==> src/hdl/clrp_pkg.sv <==
package clrp_pkg;

  // Width of a parsed value; a value above 2^VALUE_BITS - 1 is out of range.
  localparam int VALUE_BITS = 16;
  // Width of the range fields on the result port.
  localparam int OUT_BITS   = 16;
  localparam int CHAR_BITS  = 8;

  // Token queue between the classifier and the parser.
  localparam int Q_PTR_BITS = 2;
  localparam int Q_DEPTH    = 1 << Q_PTR_BITS;
  localparam int Q_CNT_BITS = Q_PTR_BITS + 1;

  // Character classes.
  localparam logic [2:0] CLS_NONE  = 3'd0;
  localparam logic [2:0] CLS_DIGIT = 3'd1;
  localparam logic [2:0] CLS_SPACE = 3'd2;
  localparam logic [2:0] CLS_COMMA = 3'd3;
  localparam logic [2:0] CLS_DASH  = 3'd4;
  localparam logic [2:0] CLS_OTHER = 3'd5;

  typedef struct packed {
    logic [2:0] cls;
    logic [3:0] digit;
    logic       last;
  } token_t;

endpackage

==> src/hdl/clrp_front.sv <==
module clrp_front (
  input  logic                          item_valid,
  output logic                          item_stall,
  input  logic [clrp_pkg::CHAR_BITS-1:0] char_code,
  input  logic                          char_valid,
  input  logic                          end_of_text,
  input  logic                          q_full,
  output logic                          q_push,
  output clrp_pkg::token_t              q_token
);

  localparam logic [clrp_pkg::CHAR_BITS-1:0] CH_COMMA = 8'h2C;
  localparam logic [clrp_pkg::CHAR_BITS-1:0] CH_DASH  = 8'h2D;
  localparam logic [clrp_pkg::CHAR_BITS-1:0] CH_SPACE = 8'h20;
  localparam logic [clrp_pkg::CHAR_BITS-1:0] CH_TAB   = 8'h09;
  localparam logic [clrp_pkg::CHAR_BITS-1:0] CH_CR    = 8'h0D;
  localparam logic [clrp_pkg::CHAR_BITS-1:0] CH_ZERO  = 8'h30;
  localparam logic [clrp_pkg::CHAR_BITS-1:0] CH_NINE  = 8'h39;

  logic       is_digit;
  logic       is_space;
  logic [2:0] cls;

  assign is_digit = (char_code >= CH_ZERO) && (char_code <= CH_NINE);
  assign is_space = (char_code == CH_SPACE) || ((char_code >= CH_TAB) && (char_code <= CH_CR));

  always_comb begin
    priority if (!char_valid) begin
      cls = clrp_pkg::CLS_NONE;
    end else if (is_digit) begin
      cls = clrp_pkg::CLS_DIGIT;
    end else if (is_space) begin
      cls = clrp_pkg::CLS_SPACE;
    end else if (char_code == CH_COMMA) begin
      cls = clrp_pkg::CLS_COMMA;
    end else if (char_code == CH_DASH) begin
      cls = clrp_pkg::CLS_DASH;
    end else begin
      cls = clrp_pkg::CLS_OTHER;
    end
  end

  assign item_stall    = q_full;
  // Drop idle items that carry neither a character nor the end mark.
  assign q_push        = item_valid && !q_full && (char_valid || end_of_text);
  assign q_token.cls   = cls;
  assign q_token.digit = 4'(char_code - CH_ZERO);
  assign q_token.last  = end_of_text;

endmodule

==> src/hdl/clrp_queue.sv <==
module clrp_queue (
  input  logic             clk,
  input  logic             rst,
  input  logic             push,
  input  clrp_pkg::token_t push_data,
  output logic             full,
  input  logic             pop,
  output clrp_pkg::token_t pop_data,
  output logic             empty
);

  clrp_pkg::token_t                   entries [clrp_pkg::Q_DEPTH];
  logic [clrp_pkg::Q_PTR_BITS-1:0]    wr_ptr;
  logic [clrp_pkg::Q_PTR_BITS-1:0]    rd_ptr;
  logic [clrp_pkg::Q_CNT_BITS-1:0]    count;

  assign full     = (count == clrp_pkg::Q_CNT_BITS'(clrp_pkg::Q_DEPTH));
  assign empty    = (count == '0);
  assign pop_data = entries[rd_ptr];

  always_ff @(posedge clk) begin
    if (rst) begin
      wr_ptr <= '0;
      rd_ptr <= '0;
      count  <= '0;
    end else begin
      if (push) begin
        wr_ptr <= wr_ptr + 1'b1;
      end
      if (pop) begin
        rd_ptr <= rd_ptr + 1'b1;
      end
      unique case ({push, pop})
        2'b10:   count <= count + 1'b1;
        2'b01:   count <= count - 1'b1;
        default: count <= count;
      endcase
    end
  end

  always_ff @(posedge clk) begin
    if (push) begin
      entries[wr_ptr] <= push_data;
    end
  end

  a_no_pop_empty: assert property (@(posedge clk) disable iff (rst) pop |-> !empty)
    else $error("token queue popped while empty");
  a_no_push_full: assert property (@(posedge clk) disable iff (rst) push |-> !full)
    else $error("token queue pushed while full");

endmodule

==> src/hdl/clrp_back.sv <==
module clrp_back (
  input  logic                         clk,
  input  logic                         rst,
  input  logic                         q_empty,
  input  clrp_pkg::token_t             q_data,
  output logic                         q_pop,
  output logic                         result_valid,
  input  logic                         result_stall,
  output logic [clrp_pkg::OUT_BITS-1:0] range_low,
  output logic [clrp_pkg::OUT_BITS-1:0] range_high,
  output logic [1:0]                   status,
  output logic                         final_flag
);

  localparam int VB = clrp_pkg::VALUE_BITS;
  localparam int OB = clrp_pkg::OUT_BITS;

  localparam logic [2:0] MODE_LEAD   = 3'd0;
  localparam logic [2:0] MODE_NUM1   = 3'd1;
  localparam logic [2:0] MODE_TRAIL1 = 3'd2;
  localparam logic [2:0] MODE_LEAD2  = 3'd3;
  localparam logic [2:0] MODE_NUM2   = 3'd4;
  localparam logic [2:0] MODE_TRAIL2 = 3'd5;

  localparam logic [1:0] ERR_NONE    = 2'd0;
  localparam logic [1:0] ERR_INVALID = 2'd2;
  localparam logic [1:0] ERR_RANGE   = 2'd3;

  localparam logic [1:0] ST_RANGE     = 2'd0;
  localparam logic [1:0] ST_OK        = 2'd1;
  localparam logic [1:0] ST_INVALID   = 2'd2;
  localparam logic [1:0] ST_OUT_RANGE = 2'd3;

  function automatic logic [OB-1:0] to_out(input logic [VB-1:0] v);
    logic [VB+OB-1:0] wide;
    wide = {{OB{1'b0}}, v};
    return wide[OB-1:0];
  endfunction

  // Parser state
  logic [2:0]    mode;
  logic [VB-1:0] acc;
  logic          ovf;
  logic [VB-1:0] pstart;
  logic [1:0]    herr;

  logic [2:0]    mode_next;
  logic [VB-1:0] acc_next;
  logic          ovf_next;
  logic [VB-1:0] pstart_next;
  logic [1:0]    herr_next;

  // Step results
  logic          rng_v;
  logic [VB-1:0] rng_lo;
  logic [VB-1:0] rng_hi;
  logic          fin_v;
  logic [1:0]    fin_st;

  logic          final_pending;
  logic [1:0]    pending_status;

  logic [VB+3:0] acc_x10;
  logic          can_load;
  logic          take;
  logic          do_close;

  // Multiply by ten and add the digit; the upper four bits flag overflow.
  assign acc_x10 = (VB+4)'({acc, 3'b000}) + (VB+4)'({acc, 1'b0}) + (VB+4)'(q_data.digit);

  assign can_load = !result_valid || !result_stall;
  assign take     = can_load && !final_pending && !q_empty;
  assign q_pop    = take;

  always_comb begin
    mode_next   = mode;
    acc_next    = acc;
    ovf_next    = ovf;
    pstart_next = pstart;
    herr_next   = herr;
    rng_v       = 1'b0;
    rng_lo      = acc;
    rng_hi      = acc;
    fin_v       = 1'b0;
    fin_st      = ST_OK;
    do_close    = 1'b0;

    if ((q_data.cls != clrp_pkg::CLS_NONE) && (herr == ERR_NONE)) begin
      unique case (q_data.cls)
        clrp_pkg::CLS_COMMA: begin
          do_close = 1'b1;
        end
        clrp_pkg::CLS_DIGIT: begin
          if (mode == MODE_LEAD || mode == MODE_NUM1 ||
              mode == MODE_LEAD2 || mode == MODE_NUM2) begin
            if (|acc_x10[VB+3:VB]) begin
              ovf_next = 1'b1;
            end else begin
              acc_next = acc_x10[VB-1:0];
            end
            mode_next = (mode == MODE_LEAD || mode == MODE_NUM1) ? MODE_NUM1 : MODE_NUM2;
          end else begin
            herr_next = ERR_INVALID;
          end
        end
        clrp_pkg::CLS_SPACE: begin
          if (mode == MODE_NUM1) begin
            mode_next = MODE_TRAIL1;
          end else if (mode == MODE_NUM2) begin
            mode_next = MODE_TRAIL2;
          end
        end
        clrp_pkg::CLS_DASH: begin
          if (mode == MODE_NUM1 || mode == MODE_TRAIL1) begin
            if (ovf) begin
              herr_next = ERR_RANGE;
            end else begin
              pstart_next = acc;
              acc_next    = '0;
              mode_next   = MODE_LEAD2;
            end
          end else begin
            herr_next = ERR_INVALID;
          end
        end
        default: begin
          herr_next = ERR_INVALID;
        end
      endcase
    end

    // A comma closes the element; so does the end mark when no error is held.
    if (q_data.last && herr_next == ERR_NONE) begin
      do_close = 1'b1;
    end

    if (do_close) begin
      unique case (mode_next)
        MODE_NUM1, MODE_TRAIL1: begin
          if (ovf_next) begin
            herr_next = ERR_RANGE;
          end else begin
            rng_v  = 1'b1;
            rng_lo = acc_next;
            rng_hi = acc_next;
          end
        end
        MODE_LEAD2: begin
          herr_next = ERR_INVALID;
        end
        MODE_NUM2, MODE_TRAIL2: begin
          if (ovf_next) begin
            herr_next = ERR_RANGE;
          end else if (pstart_next > acc_next) begin
            herr_next = ERR_INVALID;
          end else begin
            rng_v  = 1'b1;
            rng_lo = pstart_next;
            rng_hi = acc_next;
          end
        end
        default: begin
        end
      endcase
      mode_next   = MODE_LEAD;
      acc_next    = '0;
      ovf_next    = 1'b0;
      pstart_next = '0;
    end

    if (q_data.last) begin
      fin_v = 1'b1;
      unique case (herr_next)
        ERR_INVALID: fin_st = ST_INVALID;
        ERR_RANGE:   fin_st = ST_OUT_RANGE;
        default:     fin_st = ST_OK;
      endcase
      mode_next   = MODE_LEAD;
      acc_next    = '0;
      ovf_next    = 1'b0;
      pstart_next = '0;
      herr_next   = ERR_NONE;
    end
  end

  // Control and parser state
  always_ff @(posedge clk) begin
    if (rst) begin
      result_valid  <= 1'b0;
      final_pending <= 1'b0;
      mode          <= MODE_LEAD;
      acc           <= '0;
      ovf           <= 1'b0;
      pstart        <= '0;
      herr          <= ERR_NONE;
    end else if (can_load) begin
      if (final_pending) begin
        result_valid  <= 1'b1;
        final_pending <= 1'b0;
      end else if (take) begin
        mode          <= mode_next;
        acc           <= acc_next;
        ovf           <= ovf_next;
        pstart        <= pstart_next;
        herr          <= herr_next;
        result_valid  <= rng_v || fin_v;
        // A range and the closing status on one item: hold the status back.
        final_pending <= rng_v && fin_v;
      end else begin
        result_valid <= 1'b0;
      end
    end
  end

  // Output payload
  always_ff @(posedge clk) begin
    if (can_load) begin
      if (final_pending) begin
        range_low  <= '0;
        range_high <= '0;
        status     <= pending_status;
        final_flag <= 1'b1;
      end else if (take) begin
        pending_status <= fin_st;
        if (rng_v) begin
          range_low  <= to_out(rng_lo);
          range_high <= to_out(rng_hi);
          status     <= ST_RANGE;
          final_flag <= 1'b0;
        end else begin
          range_low  <= '0;
          range_high <= '0;
          status     <= fin_st;
          final_flag <= 1'b1;
        end
      end
    end
  end

  a_pending_has_out: assert property (@(posedge clk) disable iff (rst)
    final_pending |-> result_valid)
    else $error("closing status pending without a result in the output register");
  a_final_zero_range: assert property (@(posedge clk) disable iff (rst)
    (result_valid && final_flag) |-> (range_low == '0 && range_high == '0))
    else $error("closing status carries a nonzero range");
  a_status_matches_flag: assert property (@(posedge clk) disable iff (rst)
    result_valid |-> (final_flag == (status != ST_RANGE)))
    else $error("status code disagrees with final_flag");
  a_range_ordered: assert property (@(posedge clk) disable iff (rst)
    (result_valid && !final_flag) |-> (range_low <= range_high))
    else $error("range result with low above high");

endmodule

==> src/hdl/cpu_list_range_parser_unit.sv <==
// Streaming parser for value lists such as "0-1,5,7-8", one character per
// transfer. Each complete element leaves as one inclusive range; the item
// that carries end_of_text adds a closing status (ok, invalid argument or
// out of range), so that item yields up to two results, issued one after
// the other. A classifier takes one item per cycle into a four-entry token
// queue while the queue is not full; the parser drains one token per cycle
// through a single multiply-by-ten accumulate and state update while the
// output is not stalled. An end item that also closes a range holds the
// parser while its closing status is issued. An item is registered in the
// token queue and then in the output register before its result appears.
module cpu_list_range_parser_unit (
  input  logic                          clk,
  input  logic                          rst,
  input  logic                          item_valid,
  output logic                          item_stall,
  input  logic [clrp_pkg::CHAR_BITS-1:0] char_code,
  input  logic                          char_valid,
  input  logic                          end_of_text,
  output logic                          result_valid,
  input  logic                          result_stall,
  output logic [clrp_pkg::OUT_BITS-1:0]  range_low,
  output logic [clrp_pkg::OUT_BITS-1:0]  range_high,
  output logic [1:0]                    status,
  output logic                          final_flag
);

  logic             q_full;
  logic             q_empty;
  logic             q_push;
  logic             q_pop;
  clrp_pkg::token_t q_in;
  clrp_pkg::token_t q_out;

  clrp_front u_front (
    .item_valid  (item_valid),
    .item_stall  (item_stall),
    .char_code   (char_code),
    .char_valid  (char_valid),
    .end_of_text (end_of_text),
    .q_full      (q_full),
    .q_push      (q_push),
    .q_token     (q_in)
  );

  clrp_queue u_queue (
    .clk       (clk),
    .rst       (rst),
    .push      (q_push),
    .push_data (q_in),
    .full      (q_full),
    .pop       (q_pop),
    .pop_data  (q_out),
    .empty     (q_empty)
  );

  clrp_back u_back (
    .clk          (clk),
    .rst          (rst),
    .q_empty      (q_empty),
    .q_data       (q_out),
    .q_pop        (q_pop),
    .result_valid (result_valid),
    .result_stall (result_stall),
    .range_low    (range_low),
    .range_high   (range_high),
    .status       (status),
    .final_flag   (final_flag)
  );

endmodule

==> config.mk <==
export PLATFORM = sky130hd
export DESIGN_NAME = cpu_list_range_parser_unit
export DESIGN_NICKNAME = d
export VERILOG_FILES = /design/src/hdl/clrp_pkg.sv /design/src/hdl/clrp_front.sv /design/src/hdl/clrp_queue.sv /design/src/hdl/clrp_back.sv /design/src/hdl/cpu_list_range_parser_unit.sv
export SDC_FILE = /design/constraint.sdc
export NUM_CORES = 1
export LEC_CHECK = 0
export BUFFER_PORTS_ARGS = -buffer_cell sky130_fd_sc_hd__buf_2
export CORE_MARGIN = 2
export CORE_UTILIZATION = 45
export CTS_CLUSTER_DIAMETER = 30
export CTS_CLUSTER_SIZE = 14
export DETAILED_ROUTE_END_ITERATION = 8
export GPL_TIMING_DRIVEN = 0
export PLACE_DENSITY = 0.69
export SLEW_MARGIN = 10
export SYNTH_ARGS = -nofsm -noshare
export SYNTH_HDL_FRONTEND = slang
export SYNTH_SLANG_ARGS = --single-unit
==> constraint.sdc <==
create_clock -name clk -period 6.8 [get_ports clk]
set_input_delay 1.36 -clock clk [delete_from_list [all_inputs] [get_ports clk]]
set_output_delay 1.36 -clock clk [all_outputs]
set_load 0.02 [all_outputs]
Word level (Yosys, flattened, before mapping):

Memory sizes are Yosys's and may differ from the RTL's. A register that Yosys moved wholly into a read port is not among the register bits.
Cells that the tools add are included.

* logic and storage cells: 169
* memories kept: 1
* output and inout port bits: 37
* flip-flop bits (word level): 84
* bits of input ports: 14
* RAM bits: 32

Memory list
* u_queue.entries: depth 4, width 8, rd ports 1, clocked after Yosys merged registers in 1, write ports 1, line clrp_queue.sv:12 `clrp_pkg::token_t entries [clrp_pkg::Q_DEPTH];`

* reductions and logical operators: 35
* eq/ne operators: 21
* order comparisons: 5
* $add $sub $neg: 7
* bitwise gates (word level): 1
* mux-type cells: 84

Operators with widths (count)
* 2-to-1 mux 16 bit: 24
* case mux 16 bit (2 select lines): 3
* 2-to-1 mux 3 bit: 13
* 2-to-1 mux 2 bit: 15
* equality test 8 x 6 -> 1 bit, second input constant: 3
* 2-to-1 mux 1 bit: 23
* adder 19 x 17 -> 20 bit: 1
* adder 20 x 4 -> 20 bit: 1
* equality test 3 x 2 -> 1 bit, second input constant: 6
* greater-than comparator 16 bit: 1
* equality test 3 bit, second input constant: 5
* case mux 2 bit (3 select lines): 2
* equality test 3 x 1 -> 1 bit, second input constant: 3
* logical AND 1 bit: 9
* case mux 3 bit (3 select lines): 1
* greater-or-equal comparator 8 x 4 -> 1 bit, second input constant: 1
* greater-or-equal comparator 8 x 6 -> 1 bit, second input constant: 1
* less-or-equal comparator 8 x 4 -> 1 bit, second input constant: 1
* less-or-equal comparator 8 x 6 -> 1 bit, second input constant: 1
* logical OR 1 bit: 8
* equality test 2 bit, second input constant: 3
* logical NOT 3 bit: 2
* case mux 3 bit (2 select lines): 1
* OR reduction 2 bit: 3
* 15 further kinds: 22

Longest topological paths before layout:

Gate-level depths: netlist of run 1.

* depth in word-level cells: 18
* mapped depth: 27
* depth with buffers taken out: 23

Modules after synthesis:

A second synthesis of run 1 with hierarchy kept.

* cells, all modules: 783
* area total of the unflattened synthesis: 7572.3 sq um

By module, submodules not included
* clrp_back: instances 1, seq. area each 1911.8 sq um, cells each 667, area an instance 5781.8 sq um
* clrp_queue: instances 1, seq. area each 1141.1 sq um, cells each 89, area an instance 1591.5 sq um
* clrp_front: instances 1, seq. area each 0.0 sq um, cells each 27, area an instance 198.9 sq um

Worst setup path before layout of run 1:

No wires, ideal clock.

* path type: register -> register
* start point: reg (tool-made name)
* end point: reg u_back.range_low[0] (netlist name) (data pin)
* path buffers: 4
* period minus slack after synthesis: 6.542 ns
* data required time: 6.648 ns
* data arrival time: 6.389 ns
* cell stages (with the launch flop): 27
* path slack: 0.258 ns
* setup time: 0.152 ns
* cell sequence: dfxtp_1 buf_6 buf_6 mux4_2 ha_1 ha_1 fa_1 a211oi_1 o21ai_0 a32o_1 o311ai_0 o211a_1 nand3_1 clkbuf_1 mux2i_1 inv_1 ha_1 a211o_1 a21oi_1 o21ai_0 o221ai_1 a21oi_1 and3_1 or4_1 buf_2 or2_0 o22ai_1

RTL lines
* to (signal assigned): line clrp_back.sv:226 `range_low <= to_out(rng_lo);`
* to (decl): line clrp_back.sv:9 `output logic [clrp_pkg::OUT_BITS-1:0] range_low,`

==> results of run 1 <==
flip-flops by register name, indices dropped and copies added (netlist names), named ones only:
signal	cells
u_back.result_valid	1
u_back.mode	3
u_back.pstart	16
u_back.status	2
u_back.range_low	16
u_back.ovf	1
u_queue.entries	32
u_queue.count	3
u_back.herr	2
u_back.final_flag	1
u_back.pending_status	2
u_back.acc	16
u_queue.rd_ptr	2
u_back.final_pending	1
u_queue.wr_ptr	2
u_back.range_high	16
metal layers:
| layer | global-route usage | vias up |
|---|---|---|
| met5 | 0 | - |
| met1 | 0.2831 | 2897 |
| met3 | 0.05980 | 50 |
| met2 | 0.3602 | 254 |
| li1 | - | 2919 |
| met4 | 0.09722 | 0 |
cell usage after synthesis, types with 6 or more instances:
master / number / area [sq um]
clkbuf_1: 27 / 101.4
and3_1: 9 / 56.30
inv_1: 41 / 153.9
xnor2_1: 11 / 96.34
a22oi_1: 26 / 195.2
dfxtp_1: 49 / 980.9
xor2_1: 8 / 70.07
o211ai_1: 6 / 45.04
edfxtp_1: 69 / 2072
nand2b_1: 18 / 112.6
nor3_1: 14 / 70.07
a2bb2oi_1: 15 / 131.4
mux4_2: 10 / 225.2
a21oi_1: 53 / 265.3
nor2_1: 79 / 296.5
nand4_1: 8 / 50.05
ha_1: 52 / 650.6
a21o_1: 6 / 45.04
nand2_1: 43 / 161.4
o21ai_0: 18 / 90.09
and2_1: 7 / 43.79
or3_1: 18 / 112.6
nor2b_1: 7 / 43.79
mux2i_1: 29 / 290.3
nand3_1: 10 / 50.05
final cells by class:
cell class | instances | area share
Buffer | 37 | 0.02220
Clock buffer | 17 | 0.04901
Clock inverter | 15 | 0.01975
Inverter | 41 | 0.01773
Multi-Input combinational cell | 541 | 0.4676
Sequential cell | 118 | 0.3517
Tap cell | 216 | 0.03113
Timing Repair Buffer | 61 | 0.04093
final timing paths:
check | cells past startpoint | endpoint | startpoint | slack, ps
setup / recovery | 25 | u_back.range_low[0] | flip-flop | 260
hold / removal | 2 | u_back.pstart[0] | u_back.pstart[0] | 500
setup reg to reg | 25 | u_back.range_low[0] | flip-flop | 260
hold reg to reg | 2 | u_back.pstart[0] | u_back.pstart[0] | 500
cells by family after synthesis:
family,after synthesis,share of synthesized area
buffers and inverters,79,0.04415
flip-flops,118,0.4192
multiplexers,44,0.07851
AO/OA/AOI/OAI,183,0.1740
XOR/XNOR,19,0.02285
AND/OR/NAND/NOR,240,0.1637
adder cells (fa/ha/maj),55,0.09758
worst max-delay path: cells and delay by family, from the launching register on:
kind | cells | cell delay, ps
compound gates | 11 | 2260
fa+ha+maj | 4 | 1270
buf+inv | 4 | 660
mux | 2 | 750
flops | 1 | 350
simple gates | 4 | 1090
power by group through the flow:
| stage | Clock (mW) | Combinational (mW) | Sequential, mW |
|---|---|---|---|
| 6_report | 0.903 | 1.17 | 0.995 |
| 4_1_cts | 0.907 | 1.12 | 0.996 |
| 3_3_place_gp | 0 | 1.04 | 1.02 |
| 2_1_floorplan | 0 | 0.606 | 1.16 |
| 3_5_place_dp | 0 | 1.08 | 1.01 |
| 5_1_grt | 0.945 | 1.25 | 1.01 |
stage by stage:
| step | setup TNS (ps) | power, mW | std cells | instance area (sq um) |
|---|---|---|---|---|
| global placement | -45190 | 2.059 | 1003 | 7799 |
| floorplan | 0 | 1.765 | 738 | 7283 |
| CTS | 0 | 3.018 | 1039 | 8554 |
| finish | 0 | 3.064 | 1046 | 8681 |
| detailed placement | -45790 | 2.094 | 1005 | 7851 |
| global route | -7.965 | 3.208 | 1046 | 8681 |
what timing repair did:
| action | in CTS | in global routing |
|---|---|---|
| endpoints found under the hold margin | 0 | 0 |
| buffers inserted | 2 | 8 |
| pin swaps | 1 | 8 |
| endpoints found under the setup margin | 40 | 40 |
| gates resized for setup | 21 | 18 |
==> results.sh, run 1 <==
export IMPL_yosysWarnings=0
export IMPL_portBuffers=49
export IMPL_report_final_slew_viol_count=0
export IMPL_num_nets_final=886
export IMPL_ir_drop_mv=0.2268
export IMPL_crit_type="reg2reg"
export IMPL_fin_worst_skew_ps=7.977
export IMPL_track_usage=0.2234
export IMPL_whs_ps=495.5
export IMPL_multi_input_area_sq_um=4059
export IMPL_drc=0
export IMPL_grt_overflow=0
export IMPL_drive_gt1_frac=0.1783
export IMPL_vias_per_cell=5.851
export IMPL_antenna_found_initial=0
export IMPL_synth_ff_type="edfxtp_1"
export IMPL_synth_distinct_cells=68
export IMPL_regArea_sq_um=3053
export IMPL_vias=6120
export IMPL_cp_max_fo=9
export IMPL_comb_power_share=0.380
export IMPL_fin_util=0.5485
export IMPL_p_leak_nw=3.485
export IMPL_seqPwrFrac=0.325
export IMPL_detail_route_antenna_nets=0
export IMPL_antennaDiodeCount=0
export IMPL_layout_worst_path_cycle_share=0.9623
export IMPL_crit_slowest_cell="mux4_2"
export IMPL_synth_seq_cells=118
export IMPL_start_kind="flip-flop"
export IMPL_hold_viol_final=0
export IMPL_row_count=46
export IMPL_cts_made_buffers=17
export IMPL_dp_hpwl_mm=13.85
export IMPL_met2WireLength_mm=8.805
export IMPL_globalplace_congestion=0.9180
export IMPL_power_switching_mw=1.146
export IMPL_max_stage_delay_ps=530
export IMPL_setup_violations=0
export IMPL_clk_pin_slew_ps=60
export IMPL_grt_first_pass_wirelength_mm=30.33
export IMPL_period_minus_slack_ps=6543
export IMPL_die_width_um=131.2
export IMPL_grt_pass1_vias=5793
export IMPL_wirelength_mm=18.83
export IMPL_tightestPinTransition_ps=999.1
export IMPL_powerDensity_nw_per_um2=353.0
export IMPL_htree_levels=4
export IMPL_top_layer_used="met4"
export IMPL_status="complete, no violations"
export IMPL_dr_pass1_iters=5
export IMPL_crit_top_cell="ha_1"
export IMPL_crit_required_ps=7060
export IMPL_drtIter0Drc=539
export IMPL_cts_buffer_depth=2
export IMPL_slew_headroom=0.3167
export IMPL_cts_sinks=118
export IMPL_swShare=0.3741
export IMPL_fmax_ghz=0.1528
export IMPL_area_growth_syn_to_layout_pct=19.19
export IMPL_syn_avg_cell_area_sq_um=9.869
export IMPL_synth_cells=738
export IMPL_wl_per_cell_um=18.00
export IMPL_cts_tree="yes"
export IMPL_route_met3_wl_mm=1.307
export IMPL_core_area_sq_um=15830
export IMPL_cts_root_buffer="clkbuf_16"
export IMPL_layout_setup_ws_ps=256.6
export IMPL_die_height_um=131.2
export IMPL_clkLatencyLatePin_ps=430
export IMPL_worst_hold_path_type="reg2reg"
export IMPL_wl_met1_mm=7.968
export IMPL_synth_nets=807
export IMPL_final_common_cell="nor2_1"
export IMPL_synth_edf_count=69
export IMPL_final_cell_mix="nor2_1, edfxtp_1, buf_2"
export IMPL_die_area_sq_um=17220
export IMPL_internal_power_mw=1.918
export IMPL_pin_count=51
export IMPL_synth_seq_area_share=0.4192
export IMPL_syn_area_sq_um=7283
export IMPL_nFillCells=1395
export IMPL_cp_arrival_ps=6800
export IMPL_p_clk_frac=0.295
export IMPL_end_kind="flip-flop"
export IMPL_place_ws_ps=-1327
export IMPL_initial_core_util=0.4602
export IMPL_async_reset_ff_frac=0
export IMPL_holdBufCountCts=0
export IMPL_drv_cap=0
export IMPL_grt_max_degree=29
Note: power is estimated with default switching activity, not from simulation.
==> inputs of run 2 (changes only) <==
--- a/config.mk
+++ b/config.mk
@@ -12,8 +12,9 @@
 export CTS_CLUSTER_SIZE = 14
 export DETAILED_ROUTE_END_ITERATION = 8
 export GPL_TIMING_DRIVEN = 0
-export PLACE_DENSITY = 0.69
+export PLACE_DENSITY = 0.66
 export SLEW_MARGIN = 10
 export SYNTH_ARGS = -nofsm -noshare
 export SYNTH_HDL_FRONTEND = slang
 export SYNTH_SLANG_ARGS = --single-unit
+export TNS_END_PERCENT = 50
==> constraint.sdc (replaced) <==
create_clock -name clk -period 6.2 [get_ports clk]
set_input_delay 1.24 -clock clk [delete_from_list [all_inputs] [get_ports clk]]
set_output_delay 1.24 -clock clk [all_outputs]
set_load 0.02 [all_outputs]
==> run 2 against run 1 <==
  * Sequential power grew 9.5%
  * Clock power grew 16%
  * Sequential share of layout area shrank 1.5 points
  * Routed wire length grew 11%
  * Clock-buffer cell count grew 3
  * Critical path type unchanged
  * Largest power group unchanged
==> results.sh, run 2 (synthesis gave the netlist of run 1 again) <==
export IMPL_holdBufCountCts=0
export IMPL_max_stage_delay_ps=570
export IMPL_regArea_sq_um=3054
export IMPL_wirelength_mm=20.93
export IMPL_p_leak_nw=3.657
export IMPL_vias_per_cell=6.020
export IMPL_whs_ps=515.4
export IMPL_core_area_sq_um=15830
export IMPL_die_width_um=131.2
export IMPL_layout_setup_ws_ps=115.9
export IMPL_crit_required_ps=6460
export IMPL_grt_pass1_vias=6237
export IMPL_fin_worst_skew_ps=10.73
export IMPL_globalplace_congestion=0.9599
export IMPL_dp_hpwl_mm=14.98
export IMPL_detail_route_antenna_nets=0
export IMPL_layout_worst_path_cycle_share=0.9813
export IMPL_fmax_ghz=0.1644
export IMPL_end_kind="flip-flop"
export IMPL_antennaDiodeCount=0
export IMPL_cts_sinks=118
export IMPL_start_kind="flip-flop"
export IMPL_fin_setup_tns_ps=0
export IMPL_largest_reg_flops=32
export IMPL_drv_cap=0
export IMPL_cts_buffer_depth=2
export IMPL_critPathTopFamily="compound AO/OA/AOI/OAI gates"
export IMPL_dr_pass1_iters=5
export IMPL_setup_violations=0
export IMPL_status="complete, no violations"
export IMPL_top_register="u_queue.entries"
export IMPL_multi_input_area_sq_um=4202
export IMPL_htree_levels=4
export IMPL_power_mw=3.502
export IMPL_cp_num_buf_inv=3
export IMPL_antenna_found_initial=0
export IMPL_ir_drop_mv=0.2594
export IMPL_tightestPinTransition_ps=1058
export IMPL_place_ws_ps=-1404
export IMPL_report_final_slew_viol_count=0
export IMPL_cts_root_buffer="clkbuf_16"
export IMPL_wl_per_cell_um=19.47
export IMPL_grt_max_degree=31
export IMPL_clk_pin_slew_ps=50
export IMPL_row_count=46
export IMPL_area_growth_syn_to_layout_pct=24.70
export IMPL_initial_core_util=0.4602
export IMPL_drc=0
export IMPL_pin_count=51
export IMPL_cp_arrival_ps=6340
export IMPL_crit_type="reg2reg"
export IMPL_cts_made_buffers=17
export IMPL_path_cells="buf_12 -> mux4_2 -> ha_4 -> ha_4 -> fa_2 -> a211oi_4 -> o21ai_2 -> a32o_2 -> o311ai_4 -> o211a_1 -> nand3_4 -> buf_6 -> a2bb2oi_2 -> ha_1 -> a211o_1 -> a21oi_1 -> o21ai_0 -> a31oi_1 -> a21oi_2 -> and3_4 -> or4_4 -> buf_6 -> or2_0 -> o22ai_2"
export IMPL_portBuffers=49
export IMPL_period_minus_slack_ps=6084
export IMPL_nFillCells=1354
export IMPL_hold_viol_final=0
export IMPL_track_usage=0.2429
export IMPL_die_area_sq_um=17220
export IMPL_die_height_um=131.2
export IMPL_cts_tree="yes"
export IMPL_crit_slowest_cell="mux4_2"
export IMPL_powerDensity_nw_per_um2=385.5
export IMPL_num_nets_final=915
export IMPL_final_common_cell="nor2_1"
export IMPL_grt_overflow=0
export IMPL_drtIter0Drc=604
export IMPL_worst_hold_path_type="reg2reg"
export IMPL_final_cell_mix="nor2_1, edfxtp_1, buf_2"
export IMPL_slew_headroom=0.2766
export IMPL_vias=6472
export IMPL_cp_max_fo=7
export IMPL_clkLatencyLatePin_ps=430
export IMPL_grt_first_pass_wirelength_mm=32.84
export IMPL_drive_gt1_frac=0.2305
run 2: changes by cell type in the layout (fill, tap and decap cells not counted), moves of 3 or more:
cell / before / now
buf_4: 12 / 40
inv_2: 1 / 5
clkinv_4: 4 / 0
bufinv_16: 2 / 5
mux2i_4: 2 / 5
buf_6: 0 / 3
ha_4: 0 / 4
ha_1: 51 / 47
clkinvlp_4: 4 / 1
mux2i_1: 26 / 22
inv_6: 4 / 0
clkinv_2: 0 / 4
inv_1: 40 / 36
run 2: path summary, 6_finish.rpt:
path | cells after the start | slack (ps) | start | end
setup / recovery | 24 | 120 | flip-flop | u_back.range_low[0]
hold / removal | 2 | 520 | u_back.pstart[14] | u_back.pstart[14]
setup reg to reg | 24 | 120 | flip-flop | u_back.range_low[0]
hold reg to reg | 2 | 520 | u_back.pstart[14] | u_back.pstart[14]
run 2: area by class of cell:
type                            instances  share of cell area
Sequential cell                       118              0.3363
Clock buffer                           20             0.04808
Multi-Input combinational cell        541              0.4626
Clock inverter                         12             0.02039
Timing Repair Buffer                   91             0.06461
Tap cell                              216             0.02976
Inverter                               41             0.01694
Buffer                                 36             0.02135
run 2: metrics by stage:
| stage | util | std cells | area (sq um) |
|---|---|---|---|
| 3_3_place_gp | 0.4937 | 1003 | 7814 |
| 2_1_floorplan | - | 738 | 7298 |
| 6_report | 0.5738 | 1075 | 9082 |
| 3_5_place_dp | 0.4965 | 1005 | 7859 |
| 4_1_cts | 0.5681 | 1073 | 8992 |
| 5_1_grt | 0.5738 | 1075 | 9082 |
run 2: where the power goes:
part / leakage (nW) / switching [mW] / internal (mW) / total, mW
sequential: 1.06 / 0.0551 / 1.04 / 1.09
combinational: 2.30 / 0.859 / 0.500 / 1.36
clock: 0.303 / 0.342 / 0.705 / 1.05
total: 3.66 / 1.26 / 2.25 / 3.50
run 2: worst register-to-register path, stage by stage, from the launching register on:
cell and delay, ps:
dfxtp_2 340, buf_12 110, mux4_2 570, ha_4 260
ha_4 170, fa_2 390, a211oi_4 270, o21ai_2 100
a32o_2 300, o311ai_4 260, o211a_1 260, nand3_4 130
buf_6 160, a2bb2oi_2 170, ha_1 370, a211o_1 270
a21oi_1 140, o21ai_0 110, a31oi_1 200, a21oi_2 130
and3_4 180, or4_4 480, buf_6 150, or2_0 230
o22ai_2 180
run 2: what timing repair did:
item | in CTS | in global routing
gates cloned | 1 | 0
hold endpoints to repair | 0 | 0
buffers inserted | 37 | 3
pin swaps | 19 | 19
gates resized for setup | 52 | 16
endpoints found under the setup margin | 40 | 40
run 2: layer usage:
metal / GRT usage / routed length [um]
met1: 0.2935 / 8361
met2: 0.4211 / 10270
met3: 0.05594 / 1520
met4: 0.09420 / 773
met5: 0 / 0
